--- src/design/alps_pkg.sv ---
// alps_pkg: shared types and constants of the ambient light power save controller
// used by every module of the block, no dependencies
`timescale 1ns / 1ps

package alps_pkg;

  // item codes
  localparam logic [1:0] FUNC_TICK   = 2'd0;
  localparam logic [1:0] FUNC_BUTTON = 2'd1;
  localparam logic [1:0] FUNC_END    = 2'd2;

  // save mode codes
  localparam logic [1:0] MODE_NONE   = 2'd0;
  localparam logic [1:0] MODE_NORMAL = 2'd1;
  localparam logic [1:0] MODE_SMART  = 2'd2;

  // configuration register indexes
  localparam logic [2:0] CFG_ENABLE       = 3'd0;
  localparam logic [2:0] CFG_DARK_THRESH  = 3'd1;
  localparam logic [2:0] CFG_BRIGHT_THRESH = 3'd2;
  localparam logic [2:0] CFG_DWELL        = 3'd3;
  localparam logic [2:0] CFG_IDLE_TIMEOUT = 3'd4;
  localparam logic [2:0] CFG_IDLE_CHECK   = 3'd5;
  localparam logic [2:0] CFG_LONG_IDLE    = 3'd6;
  localparam logic [2:0] CFG_WEEK         = 3'd7;

  localparam int unsigned CFG_ADDR_W = 3;
  localparam int unsigned CFG_DATA_W = 16;

  // register reset values
  localparam logic [1:0]  RST_ENABLE       = 2'd3;
  localparam logic [7:0]  RST_DARK_THRESH  = 8'd50;
  localparam logic [7:0]  RST_BRIGHT_THRESH = 8'd80;
  localparam logic [15:0] RST_DWELL        = 16'd600;
  localparam logic [7:0]  RST_IDLE_TIMEOUT = 8'd9;
  localparam logic [7:0]  RST_IDLE_CHECK   = 8'd16;
  localparam logic [7:0]  RST_LONG_IDLE    = 8'd84;
  localparam logic [7:0]  RST_WEEK         = 8'd168;

  // time base and weekly decision limits
  localparam logic [5:0]  SEC_PER_MIN     = 6'd60;
  localparam logic [5:0]  MIN_PER_HOUR    = 6'd60;
  localparam logic [11:0] SEC_PER_HOUR    = 12'd3600;
  localparam logic [7:0]  EPISODE_MAX     = 8'hFF;
  localparam logic [7:0]  EPISODE_INTENSE = 8'd2;
  localparam logic [7:0]  EPISODE_GREEN   = 8'd4;

  typedef struct packed {
    logic [1:0] func;
    logic [7:0] light_sample;
    logic       sensor_fault;
    logic       button_value;
  } in_item_t;

  typedef struct packed {
    logic [1:0] save_mode;
    logic       is_dark;
    logic       intensive_week;
    logic [7:0] idle_hours;
  } out_item_t;

  typedef struct packed {
    logic [1:0]  enable_bits;
    logic [7:0]  dark_threshold;
    logic [7:0]  bright_threshold;
    logic [15:0] dwell_seconds;
    logic [7:0]  idle_timeout_hours;
    logic [7:0]  idle_check_hours;
    logic [7:0]  long_idle_hours;
    logic [7:0]  week_hours;
  } cfg_t;

  // status after the current transaction, from the save controller
  typedef struct packed {
    logic [1:0] mode;
    logic       week_type;
    logic [7:0] idle_hours;
    logic       clear_light;
  } save_status_t;

endpackage

--- src/design/ambient_light_power_save_controller_top.sv ---
// ambient light power save controller: input register, single pass update, result register
// the input register feeds the result register, so each result is registered
// throughput: one transaction per cycle if unstalled; the whole update is one combinational pass
// reset: synchronous active-high rst restores config, valid flags and state to their defaults
// depends on alps_pkg, alps_light_qual, alps_save_ctrl
`timescale 1ns / 1ps

module ambient_light_power_save_controller_top
  import alps_pkg::*;
(
  input  logic                  clk,
  input  logic                  rst,
  input  logic                  in_valid,
  output logic                  in_stall,
  input  in_item_t              in_data,
  output logic                  out_valid,
  input  logic                  out_stall,
  output out_item_t             out_data,
  input  logic                  cfg_wr_en,
  input  logic [CFG_ADDR_W-1:0] cfg_addr,
  input  logic [CFG_DATA_W-1:0] cfg_wr_data
);

  cfg_t         cfg;
  logic         s1_valid;
  in_item_t     s1_data;
  logic         advance;
  logic         dark_next;
  save_status_t status;

  // stage 1 moves into the result register when that register is free or draining
  assign advance  = s1_valid && (!out_valid || !out_stall);
  assign in_stall = s1_valid && !advance;

  always_ff @(posedge clk) begin
    if (rst) begin
      cfg.enable_bits        <= RST_ENABLE;
      cfg.dark_threshold     <= RST_DARK_THRESH;
      cfg.bright_threshold   <= RST_BRIGHT_THRESH;
      cfg.dwell_seconds      <= RST_DWELL;
      cfg.idle_timeout_hours <= RST_IDLE_TIMEOUT;
      cfg.idle_check_hours   <= RST_IDLE_CHECK;
      cfg.long_idle_hours    <= RST_LONG_IDLE;
      cfg.week_hours         <= RST_WEEK;
    end else if (cfg_wr_en) begin
      case (cfg_addr)
        CFG_ENABLE:        cfg.enable_bits        <= cfg_wr_data[1:0];
        CFG_DARK_THRESH:   cfg.dark_threshold     <= cfg_wr_data[7:0];
        CFG_BRIGHT_THRESH: cfg.bright_threshold   <= cfg_wr_data[7:0];
        CFG_DWELL:         cfg.dwell_seconds      <= cfg_wr_data;
        CFG_IDLE_TIMEOUT:  cfg.idle_timeout_hours <= cfg_wr_data[7:0];
        CFG_IDLE_CHECK:    cfg.idle_check_hours   <= cfg_wr_data[7:0];
        CFG_LONG_IDLE:     cfg.long_idle_hours    <= cfg_wr_data[7:0];
        CFG_WEEK:          cfg.week_hours         <= cfg_wr_data[7:0];
        default: begin
        end
      endcase
    end
  end

  always_ff @(posedge clk) begin
    if (rst) begin
      s1_valid <= 1'b0;
    end else if (!in_stall) begin
      s1_valid <= in_valid;
    end
  end

  always_ff @(posedge clk) begin
    if (in_valid && !in_stall) begin
      s1_data <= in_data;
    end
  end

  alps_light_qual u_light (
    .clk       (clk),
    .rst       (rst),
    .step      (advance),
    .tick      (s1_data.func == FUNC_TICK),
    .clear     (status.clear_light),
    .sample    (s1_data.light_sample),
    .cfg       (cfg),
    .dark_next (dark_next)
  );

  alps_save_ctrl u_save (
    .clk    (clk),
    .rst    (rst),
    .step   (advance),
    .item   (s1_data),
    .dark   (dark_next),
    .cfg    (cfg),
    .status (status)
  );

  always_ff @(posedge clk) begin
    if (rst) begin
      out_valid <= 1'b0;
    end else if (advance) begin
      out_valid <= 1'b1;
    end else if (!out_stall) begin
      out_valid <= 1'b0;
    end
  end

  always_ff @(posedge clk) begin
    if (advance) begin
      out_data.save_mode      <= status.mode;
      out_data.is_dark        <= dark_next;
      out_data.intensive_week <= status.week_type;
      out_data.idle_hours     <= status.idle_hours;
    end
  end

endmodule

--- src/design/alps_light_qual.sv ---
// alps_light_qual: dark/bright qualification with hysteresis band and dwell timer
// depends on alps_pkg
`timescale 1ns / 1ps

module alps_light_qual
  import alps_pkg::*;
(
  input  logic        clk,
  input  logic        rst,
  input  logic        step,
  input  logic        tick,
  input  logic        clear,
  input  logic [7:0]  sample,
  input  cfg_t        cfg,
  output logic        dark_next
);

  logic        dark_state;
  logic [15:0] dark_timer;
  logic [15:0] bright_timer;
  logic [15:0] dark_timer_next;
  logic [15:0] bright_timer_next;

  always_comb begin
    dark_next         = dark_state;
    dark_timer_next   = dark_timer;
    bright_timer_next = bright_timer;
    if (clear) begin
      dark_next         = 1'b0;
      dark_timer_next   = '0;
      bright_timer_next = '0;
    end else if (tick) begin
      // dark test wins when thresholds overlap
      if (sample < cfg.dark_threshold) begin
        bright_timer_next = '0;
        if (!dark_state) begin
          if (dark_timer >= cfg.dwell_seconds) begin
            dark_timer_next = '0;
            dark_next       = 1'b1;
          end else begin
            dark_timer_next = dark_timer + 16'd1;
          end
        end
      end else if (sample > cfg.bright_threshold) begin
        dark_timer_next = '0;
        if (dark_state) begin
          if (bright_timer >= cfg.dwell_seconds) begin
            bright_timer_next = '0;
            dark_next         = 1'b0;
          end else begin
            bright_timer_next = bright_timer + 16'd1;
          end
        end
      end else begin
        dark_timer_next   = '0;
        bright_timer_next = '0;
      end
    end
  end

  always_ff @(posedge clk) begin
    if (rst) begin
      dark_state   <= 1'b0;
      dark_timer   <= '0;
      bright_timer <= '0;
    end else if (step) begin
      dark_state   <= dark_next;
      dark_timer   <= dark_timer_next;
      bright_timer <= bright_timer_next;
    end
  end

endmodule

--- src/design/alps_save_ctrl.sv ---
// alps_save_ctrl: normal and smart no-use save modes, idle time and weekly decision
// depends on alps_pkg
`timescale 1ns / 1ps

module alps_save_ctrl
  import alps_pkg::*;
(
  input  logic         clk,
  input  logic         rst,
  input  logic         step,
  input  in_item_t     item,
  input  logic         dark,
  input  cfg_t         cfg,
  output save_status_t status
);

  logic [1:0]  mode_reg;
  logic        prior_dark;
  logic [5:0]  idle_seconds;
  logic [5:0]  idle_minutes;
  logic [7:0]  idle_hour_count;
  logic [11:0] hour_prescaler;
  logic        button_seen;
  logic [7:0]  check_countdown;
  logic [7:0]  long_countdown;
  logic [7:0]  week_countdown;
  logic        week_type;
  logic [7:0]  idle_episodes;

  logic [1:0]  mode_next;
  logic        prior_dark_next;
  logic [5:0]  idle_seconds_next;
  logic [5:0]  idle_minutes_next;
  logic [7:0]  idle_hour_count_next;
  logic [11:0] hour_prescaler_next;
  logic        button_seen_next;
  logic [7:0]  check_countdown_next;
  logic [7:0]  long_countdown_next;
  logic [7:0]  week_countdown_next;
  logic        week_type_next;
  logic [7:0]  idle_episodes_next;
  logic        clear_idle_a;
  logic        clear_idle_b;
  logic        clear_idle_c;
  logic [5:0]  sec_inc;
  logic [5:0]  min_inc;
  logic [11:0] pre_inc;

  always_comb begin
    mode_next            = mode_reg;
    prior_dark_next      = prior_dark;
    idle_seconds_next    = idle_seconds;
    idle_minutes_next    = idle_minutes;
    idle_hour_count_next = idle_hour_count;
    hour_prescaler_next  = hour_prescaler;
    button_seen_next     = button_seen;
    check_countdown_next = check_countdown;
    long_countdown_next  = long_countdown;
    week_countdown_next  = week_countdown;
    week_type_next       = week_type;
    idle_episodes_next   = idle_episodes;
    clear_idle_a         = 1'b0;
    clear_idle_b         = 1'b0;
    clear_idle_c         = 1'b0;
    sec_inc              = idle_seconds + 6'd1;
    min_inc              = idle_minutes + 6'd1;
    pre_inc              = hour_prescaler + 12'd1;
    status.clear_light   = 1'b0;

    case (item.func)
      FUNC_TICK: begin
        // normal save on qualified darkness
        if (cfg.enable_bits[0]) begin
          if (mode_reg == MODE_NONE) begin
            if (dark) begin
              prior_dark_next = 1'b1;
              mode_next       = MODE_NORMAL;
            end
          end else if (!dark) begin
            prior_dark_next = 1'b0;
            mode_next       = MODE_NONE;
            clear_idle_a    = 1'b1;
          end
        end else begin
          if (mode_reg == MODE_NORMAL) mode_next = MODE_NONE;
          if (dark) begin
            prior_dark_next = 1'b1;
          end else if (prior_dark) begin
            mode_next    = MODE_NONE;
            clear_idle_a = 1'b1;
          end
        end
        if (clear_idle_a) begin
          idle_seconds_next    = '0;
          idle_minutes_next    = '0;
          idle_hour_count_next = '0;
        end

        // idle time count
        if (week_type) begin
          if (mode_next == MODE_SMART) mode_next = MODE_NONE;
          idle_seconds_next    = '0;
          idle_minutes_next    = '0;
          idle_hour_count_next = '0;
        end else if (idle_hour_count_next < cfg.idle_timeout_hours) begin
          sec_inc = idle_seconds_next + 6'd1;
          min_inc = idle_minutes_next + 6'd1;
          if (sec_inc >= SEC_PER_MIN) begin
            idle_seconds_next = '0;
            if (min_inc >= MIN_PER_HOUR) begin
              idle_minutes_next    = '0;
              idle_hour_count_next = idle_hour_count_next + 8'd1;
            end else begin
              idle_minutes_next = min_inc;
            end
          end else begin
            idle_seconds_next = sec_inc;
          end
        end else begin
          idle_seconds_next = '0;
          idle_minutes_next = '0;
        end

        // hourly countdowns and weekly decision
        if (pre_inc < SEC_PER_HOUR) begin
          hour_prescaler_next = pre_inc;
        end else begin
          hour_prescaler_next = '0;
          if (week_countdown != 8'd0) week_countdown_next = week_countdown - 8'd1;
          if (check_countdown != 8'd0) check_countdown_next = check_countdown - 8'd1;
          if (long_countdown != 8'd0) long_countdown_next = long_countdown - 8'd1;
          if (week_countdown_next == 8'd0) begin
            if (long_countdown_next == 8'd0) week_type_next = 1'b0;
            else if (idle_episodes <= EPISODE_INTENSE) week_type_next = 1'b1;
            else if (idle_episodes >= EPISODE_GREEN) week_type_next = 1'b0;
            if (mode_next == MODE_SMART) mode_next = MODE_NONE;
            clear_idle_b         = 1'b1;
            button_seen_next     = 1'b0;
            check_countdown_next = cfg.idle_check_hours;
            long_countdown_next  = cfg.long_idle_hours;
            week_countdown_next  = cfg.week_hours;
            idle_episodes_next   = '0;
          end else if (button_seen) begin
            if (check_countdown_next == 8'd0 && idle_episodes < EPISODE_MAX) begin
              idle_episodes_next = idle_episodes + 8'd1;
            end
            check_countdown_next = cfg.idle_check_hours;
            long_countdown_next  = cfg.long_idle_hours;
            button_seen_next     = 1'b0;
          end else if (long_countdown_next == 8'd0) begin
            week_type_next = 1'b0;
          end
        end
        if (clear_idle_b) begin
          idle_seconds_next    = '0;
          idle_minutes_next    = '0;
          idle_hour_count_next = '0;
        end

        // smart no-use save
        if (item.sensor_fault) begin
          if (mode_next == MODE_SMART) mode_next = MODE_NONE;
          clear_idle_c = 1'b1;
        end else if (cfg.enable_bits[1]) begin
          if (mode_next != MODE_SMART) begin
            if (idle_hour_count_next >= cfg.idle_timeout_hours) begin
              mode_next    = MODE_SMART;
              clear_idle_c = 1'b1;
            end
          end else begin
            clear_idle_c = 1'b1;
          end
        end else begin
          if (mode_next == MODE_SMART) mode_next = MODE_NONE;
          clear_idle_c         = 1'b1;
          button_seen_next     = 1'b0;
          hour_prescaler_next  = '0;
          check_countdown_next = cfg.idle_check_hours;
          long_countdown_next  = cfg.long_idle_hours;
          week_type_next       = 1'b0;
          week_countdown_next  = cfg.week_hours;
          idle_episodes_next   = '0;
        end
        if (clear_idle_c) begin
          idle_seconds_next    = '0;
          idle_minutes_next    = '0;
          idle_hour_count_next = '0;
        end
      end
      FUNC_BUTTON: begin
        button_seen_next = item.button_value;
      end
      FUNC_END: begin
        if (mode_reg != MODE_NONE) begin
          mode_next          = MODE_NONE;
          prior_dark_next    = 1'b0;
          status.clear_light = 1'b1;
        end
      end
      default: begin
        // unused code leaves the state alone
      end
    endcase

    status.mode       = mode_next;
    status.week_type  = week_type_next;
    status.idle_hours = idle_hour_count_next;
  end

  always_ff @(posedge clk) begin
    if (rst) begin
      mode_reg        <= MODE_NONE;
      prior_dark      <= 1'b0;
      idle_seconds    <= '0;
      idle_minutes    <= '0;
      idle_hour_count <= '0;
      hour_prescaler  <= '0;
      button_seen     <= 1'b0;
      check_countdown <= RST_IDLE_CHECK;
      long_countdown  <= RST_LONG_IDLE;
      week_countdown  <= RST_WEEK;
      week_type       <= 1'b0;
      idle_episodes   <= '0;
    end else if (step) begin
      mode_reg        <= mode_next;
      prior_dark      <= prior_dark_next;
      idle_seconds    <= idle_seconds_next;
      idle_minutes    <= idle_minutes_next;
      idle_hour_count <= idle_hour_count_next;
      hour_prescaler  <= hour_prescaler_next;
      button_seen     <= button_seen_next;
      check_countdown <= check_countdown_next;
      long_countdown  <= long_countdown_next;
      week_countdown  <= week_countdown_next;
      week_type       <= week_type_next;
      idle_episodes   <= idle_episodes_next;
    end
  end

endmodule

--- config.mk ---
export PLATFORM = sky130hd
export DESIGN_NAME = ambient_light_power_save_controller_top
export DESIGN_NICKNAME = d
export VERILOG_FILES = /design/src/design/alps_pkg.sv /design/src/design/ambient_light_power_save_controller_top.sv /design/src/design/alps_light_qual.sv /design/src/design/alps_save_ctrl.sv
export SDC_FILE = /design/constraint.sdc
export NUM_CORES = 1
export LEC_CHECK = 0
export ABC_CLOCK_PERIOD_IN_PS = 13100
export BUFFER_PORTS_ARGS = -buffer_cell sky130_fd_sc_hd__buf_2
export CAP_MARGIN = 15
export CORE_UTILIZATION = 50
export DETAILED_ROUTE_END_ITERATION = 10
export HOLD_SLACK_MARGIN = 0.06
export MAX_ROUTING_LAYER = met4
export PLACE_DENSITY = 0.67
export SLEW_MARGIN = 20
export SYNTH_ARGS = -nofsm -noshare
export SYNTH_HDL_FRONTEND = slang
export SYNTH_SLANG_ARGS = --single-unit
export TNS_END_PERCENT = 5
--- constraint.sdc ---
create_clock -name clk -period 13.1 [get_ports clk]
set_input_delay 1.965 -clock clk [delete_from_list [all_inputs] [get_ports clk]]
set_output_delay 1.965 -clock clk [all_outputs]
set_load 0.02 [all_outputs]
==> results of run 1 <==
[layer usage]
metal | global-route usage [%] | vias up | wire length, microns
met4 | 5.90 | 0 | 357
met5 | - | - | 0
met1 | 35.9 | 4824 | 14600
li1 | - | 5088 | -
met3 | 4.03 | 26 | 1310
met2 | 40.8 | 261 | 13700
[per-stage QoR]
stage          utilization [%]  instances
2_1_floorplan                -       1392
3_3_place_gp              52.9       1667
3_5_place_dp              52.9       1667
4_1_cts                   55.5       1699
5_1_grt                   55.5       1699
6_report                  55.5       1699
[logic make-up after synthesis]
family / synth area share, %
simple gates: 24.0
compound gates: 21.1
xor+xnor: 3.10
buf+inv: 4.81
mux: 3.16
flops: 35.6
fa+ha+maj: 8.21
[synth_stat cells (all sizes together) (10+ instances only)]
| library cell | number |
|---|---|
| nor2b | 10 |
| xor2 | 26 |
| o22ai | 14 |
| a21oi | 88 |
| a2111oi | 14 |
| and4 | 11 |
| xnor2 | 15 |
| a31oi | 18 |
| ha | 76 |
| o31ai | 12 |
| a21o | 16 |
| nor2 | 137 |
| nand4 | 34 |
| o21ai | 62 |
| and3 | 20 |
| nand2 | 182 |
| a22oi | 10 |
| buf | 17 |
| dfxtp | 170 |
| mux2i | 32 |
| o211ai | 21 |
| inv | 71 |
| nor3 | 34 |
| nand3 | 41 |
| clkbuf | 54 |
| nand2b | 16 |
| and2 | 16 |
| edfxtp | 24 |
| a32oi | 11 |
[area by class of cell]
cell class	count	area, sq um
Fill cell	2089	10100
Multi-Input combinational cell	1056	6900
Timing Repair Buffer	61	338
Sequential cell	194	4120
Tap cell	285	357
Inverter	71	267
Clock buffer	19	443
Clock inverter	13	140
[worst max path at each step]
stage          cells after the start                             endpoint                                  from
3_3_place_gp                      25                out_data[4]$_DFFE_PP_  u_light.bright_timer[0]$_SDFFE_PP0P_
4_1_cts                           25                out_data[4]$_DFFE_PP_  u_light.bright_timer[0]$_SDFFE_PP0P_
2_1_floorplan                     28  u_save.idle_minutes[4]$_SDFFE_PP0P_  u_light.bright_timer[0]$_SDFFE_PP0P_
5_1_grt                           25                out_data[4]$_DFFE_PP_                  cfg[43]$_SDFFE_PP0P_
6_report                          25                out_data[4]$_DFFE_PP_  u_light.bright_timer[0]$_SDFFE_PP0P_
3_5_place_dp                      25                out_data[4]$_DFFE_PP_  u_light.bright_timer[0]$_SDFFE_PP0P_
[power groups by stage]
stage / Sequential (mW) / Clock (mW) / Combinational [mW]
3_3_place_gp: 0.634 / 0 / 0.0934
3_5_place_dp: 0.635 / 0 / 0.0945
4_1_cts: 0.621 / 0.529 / 0.0951
6_report: 0.621 / 0.521 / 0.0960
2_1_floorplan: 0.633 / 0 / 0.0628
5_1_grt: 0.622 / 0.555 / 0.105
[worst min-delay path, stage by stage (launching register included)]
cell     delay, ns
dfxtp_1       0.32
nand2_1       0.05
a21oi_1       0.05
[layout by cell type, fill, tap and decap left out, drive strengths merged, types with 9 or more instances in the layout]
master     n
nor3      34
nand3     41
a21oi     88
xor2      26
nor2     137
buf       61
o21ai     62
mux2i     32
o21a       9
and2      16
o31ai     12
edfxtp    24
a211oi     9
ha        76
dfxtp    170
a21o      16
a32oi     11
nand2    182
nand2b    16
o211ai    21
and3      20
clkbuf    19
o22ai     14
a31oi     18
or3        9
a22oi     10
inv       78
nor2b     10
and4      11
nand4     34
a2111oi   14
xnor2     15
==> metrics.yaml, run 1 <==
placement:
  place_congestion: 0.898
  io_buffers: 49
  placed_area_sq_mm: 0.0120
  hpwl_microns: 20800
  post-place-ws_ns: 5.23
power_and_ir_drop:
  total_power_mw: 1.24
  power.leakage_nw: 4.80
  p_per_area_mw_per_mm2: 98.5
  internal_power_mw: 0.903
  p_sw_share_pct: 27.1
  p_switching_mw: 0.335
  clock_power_share_pct: 42.1
  peakVddDrop_mv: 0.0626
  p_seq_share_pct: 50.2
  combPwrFrac_pct: 7.8
clock_network:
  clk_latency_ns: 0.45
  clk_pin_slew_ns: 0.09
  cts_max_path_buffers: 2
  clkSinkCount: 194
  post_cts_buffers: 0
  cts_max_level: 4
  cts_root_buffer: "clkbuf_16"
  cts_buffers: 17
  post_cts_resized: 0
  tritoncts: "yes"
  holdBufCountCts: 0
sta:
  rsz0062_at_grt: "false"
  min_period_ns: 8.07
  holdWs_ns: 0.458
  tns_ns: 0
  clock_skew_ns: 0.0167
  layout_setup_ws_ns: 5.03
  finalHoldViolCount: 0
  tightestPinTransition_ns: 1.07
  slew_headroom_pct: 28.3
  post-route-period-util_pct: 61.6
  drv_slew: 0
  setup_viol: 0
  fmax_mhz: 124
global_routing:
  grt_pass1_vias: 9377
  grt-ovfl-total: 0
  grt_first_pass_wirelength_microns: 48800
  antenna_found_initial: 0
  grt_usage_pct: 26.3
  grt_max_degree: 79
synth:
  synth_nets: 1504
  ys_types: 88
  yosys_register_bits: 194
  syn_avg_cell_area_sq_um: 8.32
  yosys.area.top_type_share_pct: 29.4
  syn_area_sq_mm: 0.0116
  synth_warnings: 0
  synthTopCellsByArea: "dfxtp_1, ha_1, edfxtp_1"
  synth_edf_count: 24
  synthFlopType: "dfxtp_1"
  synth_area_leader_cell: "dfxtp_1"
  synthArstFlopShare_pct: 0
  synth_seq_area_share_pct: 35.6
  synthCells: 1392
finish:
  regMostFlops: "cfg"
  diodes: 0
  largest_reg_flops: 66
  area_growth_pct: 8.55
  top_regs: "cfg: 66 flops, u_light.bright_timer: 16 flops, u_light.dark_timer: 16 flops"
  design_area_sq_mm: 0.0126
  nets: 1513
  drive_gt1_share_pct: 9.26
setup_path:
  max_stage_delay_ns: 0.69
  critPathRequiredTime_ns: 13.38
  path_buf_inv: 1
  end_kind: "flop"
  r2r-start: "u_light.bright_timer[0]$_SDFFE_PP0P_"
  cp_max_fo: 13
  crit_family: "compound AO/OA/AOI/OAI gates"
  crit-reg2reg-capture: "out_data[4]$_DFFE_PP_"
  cp-start-kind: "flop"
  path_common_cell: "o21a_1"
  cp.arrival_ns: 8.35
  rrSetupSlack_ns: 5.03
  critical_path_class: "reg2reg"
  crit_path_top_delay_cell: "o22ai_2"
  reg2regPathDepth: 25
die:
  io_pins: 50
  die_area_sq_mm: 0.0238
  core-area_sq_mm: 0.0226
  fp-row-count: 55
  die_y_microns: 154
  start_util_pct: 51.1
  die_w_microns: 154
route:
  antenna_left: 0
  firstDrtPassIters: 5
  wire_per_inst_microns: 17.6
  avgViaCountPerCell: 6.00
  drc: 0
  first_iter_violations: 667
  routed_wl_microns: 29900
  via_count: 10200
min_path:
  hold-path-cell-count: 2
  hold_path_class: "reg2reg"
  min_to: "cfg[46]$_SDFFE_PP0P_"
  hp-start: "cfg[46]$_SDFFE_PP0P_"
flow_run:
  max_cap_violations: 0
status:
  outcome: "completed"
Power figures use the tool's default switching activity.
==> run 2: changes to the inputs <==
Settings changed: ABC_CLOCK_PERIOD_IN_PS 13100 to 7800.
Clock period 13.1 ns to 7.8 ns, I/O delays scaled along.
==> metrics.yaml, run 2 (synthesized netlist as in run 1, its figures left out) <==
status:
  outcome: "completed"
finish:
  final_common_cell: "nand2_1"
  ff_latch_area_sq_mm: 0.00412  # unchanged
  multi_input_area_sq_mm: 0.00690  # unchanged
  diodes: 0  # unchanged
  nets: 1516  # +0.20%
  drive_gt1_share_pct: 9.39  # +0.12 points
  post-route-util_pct: 55.7  # +0.24 points
  regMostFlops: "cfg"
  final_cell_mix: "nand2_1, dfxtp_1, nor2_1"
  top_regs: "cfg: 66 flops, u_light.bright_timer: 16 flops, u_light.dark_timer: 16 flops"
  area_growth_pct: 9.03
  finalNonFillerCells: 1702  # +0.18%
  fill_cells: 2066  # -1.1%
  largest_reg_flops: 66  # unchanged
global_routing:
  grt-ovfl-total: 0  # unchanged
  grt_max_degree: 56  # -29%
  grt_usage_pct: 26.4  # +0.068 points
  antenna_found_initial: 0  # unchanged
  grt_pass1_vias: 9334  # -0.46%
  grt_first_pass_wirelength_microns: 48600  # -0.34%
sta:
  layout_setup_ws_ns: 0.641  # -4.39 ns
  drv_slew: 0  # unchanged
  tightestPinTransition_ns: 1.02  # -0.0479 ns
  rsz0062_at_grt: "false"
  post-route-period-util_pct: 91.8  # +30 points
  setup_viol: 0  # unchanged
  fmax_mhz: 140  # +13%
  clock_skew_ns: 0.0127  # -0.00407 ns
  tns_ns: 0  # unchanged
  slew_headroom_pct: 31.7  # +3.5 points
  min_period_ns: 7.16  # -0.911 ns
  finalHoldViolCount: 0  # unchanged
setup_path:
  path_buf_inv: 1  # unchanged
  critical_path_class: "reg2reg"
  r2r-start: "u_light.bright_timer[0]$_SDFFE_PP0P_"
  cp.arrival_ns: 7.45  # -0.90 ns
  crit_family: "compound AO/OA/AOI/OAI gates"
  cp-start-kind: "flop"
  crit_path_top_delay_cell: "or4_1"
  rrSetupSlack_ns: 0.64  # -4.39 ns
  cp_max_fo: 12  # -1
  reg2regPathDepth: 25  # unchanged
  end_kind: "flop"
  crit-reg2reg-capture: "out_data[4]$_DFFE_PP_"
  max_stage_delay_ns: 0.57  # -0.12 ns
  critPathRequiredTime_ns: 8.09  # -5.29 ns
  path_common_cell: "o21a_1"
die:
  fp-row-count: 55  # unchanged
  die_w_microns: 154  # unchanged
  core-area_sq_mm: 0.0226  # unchanged
  die_y_microns: 154  # unchanged
  start_util_pct: 51.1  # unchanged
  io_pins: 50  # unchanged
  die_area_sq_mm: 0.0238  # unchanged
placement:
  io_buffers: 49  # unchanged
  post-place-ws_ns: 0.810  # -4.42 ns
  hpwl_microns: 21000  # +1.3%
  dp.cells: 1670  # +0.18%
  place_congestion: 0.931  # +3.6%
min_path:
  hp-start: "cfg[44]$_SDFFE_PP0P_"
  hold-path-cell-count: 2  # unchanged
  min_to: "cfg[44]$_SDFFE_PP0P_"
  hold_path_class: "reg2reg"
clock_network:
  holdBufCountCts: 0  # unchanged
  clkSinkCount: 194  # unchanged
  post_cts_buffers: 0  # unchanged
  tritoncts: "yes"
  cts_max_level: 4  # unchanged
  clk_latency_ns: 0.44  # about the same
  clk_pin_slew_ns: 0.08  # about the same
  cts_root_buffer: "clkbuf_16"
  post_cts_resized: 0  # unchanged
  cts_buffers: 17  # unchanged
  cts_max_path_buffers: 2  # unchanged
power_and_ir_drop:
  clock_power_share_pct: 43.8  # +1.7 points
  combPwrFrac_pct: 7.5  # -0.3 points
  total_power_mw: 2.14  # +73%
  p_per_area_mw_per_mm2: 170  # +72%
  power.leakage_nw: 4.83  # +0.72%
  p_sw_share_pct: 24.4  # -2.7 points
  p_switching_mw: 0.522  # +56%
  internal_power_mw: 1.62  # +79%
  peakVddDrop_mv: 0.132  # +110%
  p_seq_share_pct: 48.7  # -1.5 points
route:
  via_count: 10300  # +0.65%
  wire_per_inst_microns: 17.5  # -0.40%
  routed_wl_microns: 29800  # -0.23%
  antenna_left: 0  # unchanged
  first_iter_violations: 654  # -1.9%
  avgViaCountPerCell: 6.03  # +0.47%
  firstDrtPassIters: 5  # unchanged
  drc: 0  # unchanged
flow_run:
  max_cap_violations: 0  # unchanged
==> run 2: changes by cell type in the layout (fill, tap and decap cells not counted) <==
cell       change
clkinv_4       -1
inv_8          -2
buf_4          +3
clkbuf_8       -1
bufinv_16      +4
inv_6          -2
clkinv_2       +4
clkbuf_1       +1
clkinv_8       -3
==> run 2: through the flow <==
stage	instance area, sq um	hold WS (ns)
floorplan	11600	0.436
global placement	12000	0.444
detailed placement	12000	0.449
CTS	12600	0.458
global route	12600	0.481
finish	12600	0.456
==> run 2: cell type report <==
| cell class | count | share of cell area, % |
|---|---|---|
| clock buffer | 19 | 3.43 |
| clock inverter | 13 | 1.45 |
| inverter | 71 | 2.11 |
| multi-input combinational | 1056 | 54.7 |
| sequential | 194 | 32.7 |
| tap | 285 | 2.83 |
| timing repair buffer | 64 | 2.86 |
==> run 2: worst max path at each step <==
stage | from | to | cells past startpoint
CTS | u_light.bright_timer[0]$_SDFFE_PP0P_ | out_data[4]$_DFFE_PP_ | 25
floorplan | u_light.bright_timer[0]$_SDFFE_PP0P_ | u_save.idle_minutes[4]$_SDFFE_PP0P_ | 28
detailed placement | u_light.bright_timer[0]$_SDFFE_PP0P_ | out_data[4]$_DFFE_PP_ | 25
global placement | u_light.bright_timer[0]$_SDFFE_PP0P_ | out_data[4]$_DFFE_PP_ | 25
finish | u_light.bright_timer[0]$_SDFFE_PP0P_ | out_data[4]$_DFFE_PP_ | 25
global route | u_light.bright_timer[0]$_SDFFE_PP0P_ | out_data[4]$_DFFE_PP_ | 25
==> run 2: metal layers <==
metal  part of all wire, %  track usage [%]  routed length [microns]  up-vias
met5                     0                -                        0        -
met1                    48             35.4                    14200     4848
met3                   5.2             4.45                     1550       33
met2                    46             41.3                    13700      276
li1                      -                -                        -     5108
met4                   1.3             6.19                      388        0
==> run 2: worst min-delay path: cells and delay by family, from the launching register on <==
| family | cells | cell delay [ns] |
|---|---|---|
| DFF | 1 | 0.31 |
| and+or+nand+nor | 1 | 0.05 |
| AOI/OAI and AO/OA | 1 | 0.05 |
==> run 2: power groups by stage <==
stage | clock, mW | combinational [mW] | sequential, mW
global route | 0.992 | 0.178 | 1.04
floorplan | 0 | 0.105 | 1.06
CTS | 0.950 | 0.161 | 1.04
global placement | 0 | 0.157 | 1.07
detailed placement | 0 | 0.160 | 1.07
finish | 0.938 | 0.161 | 1.04
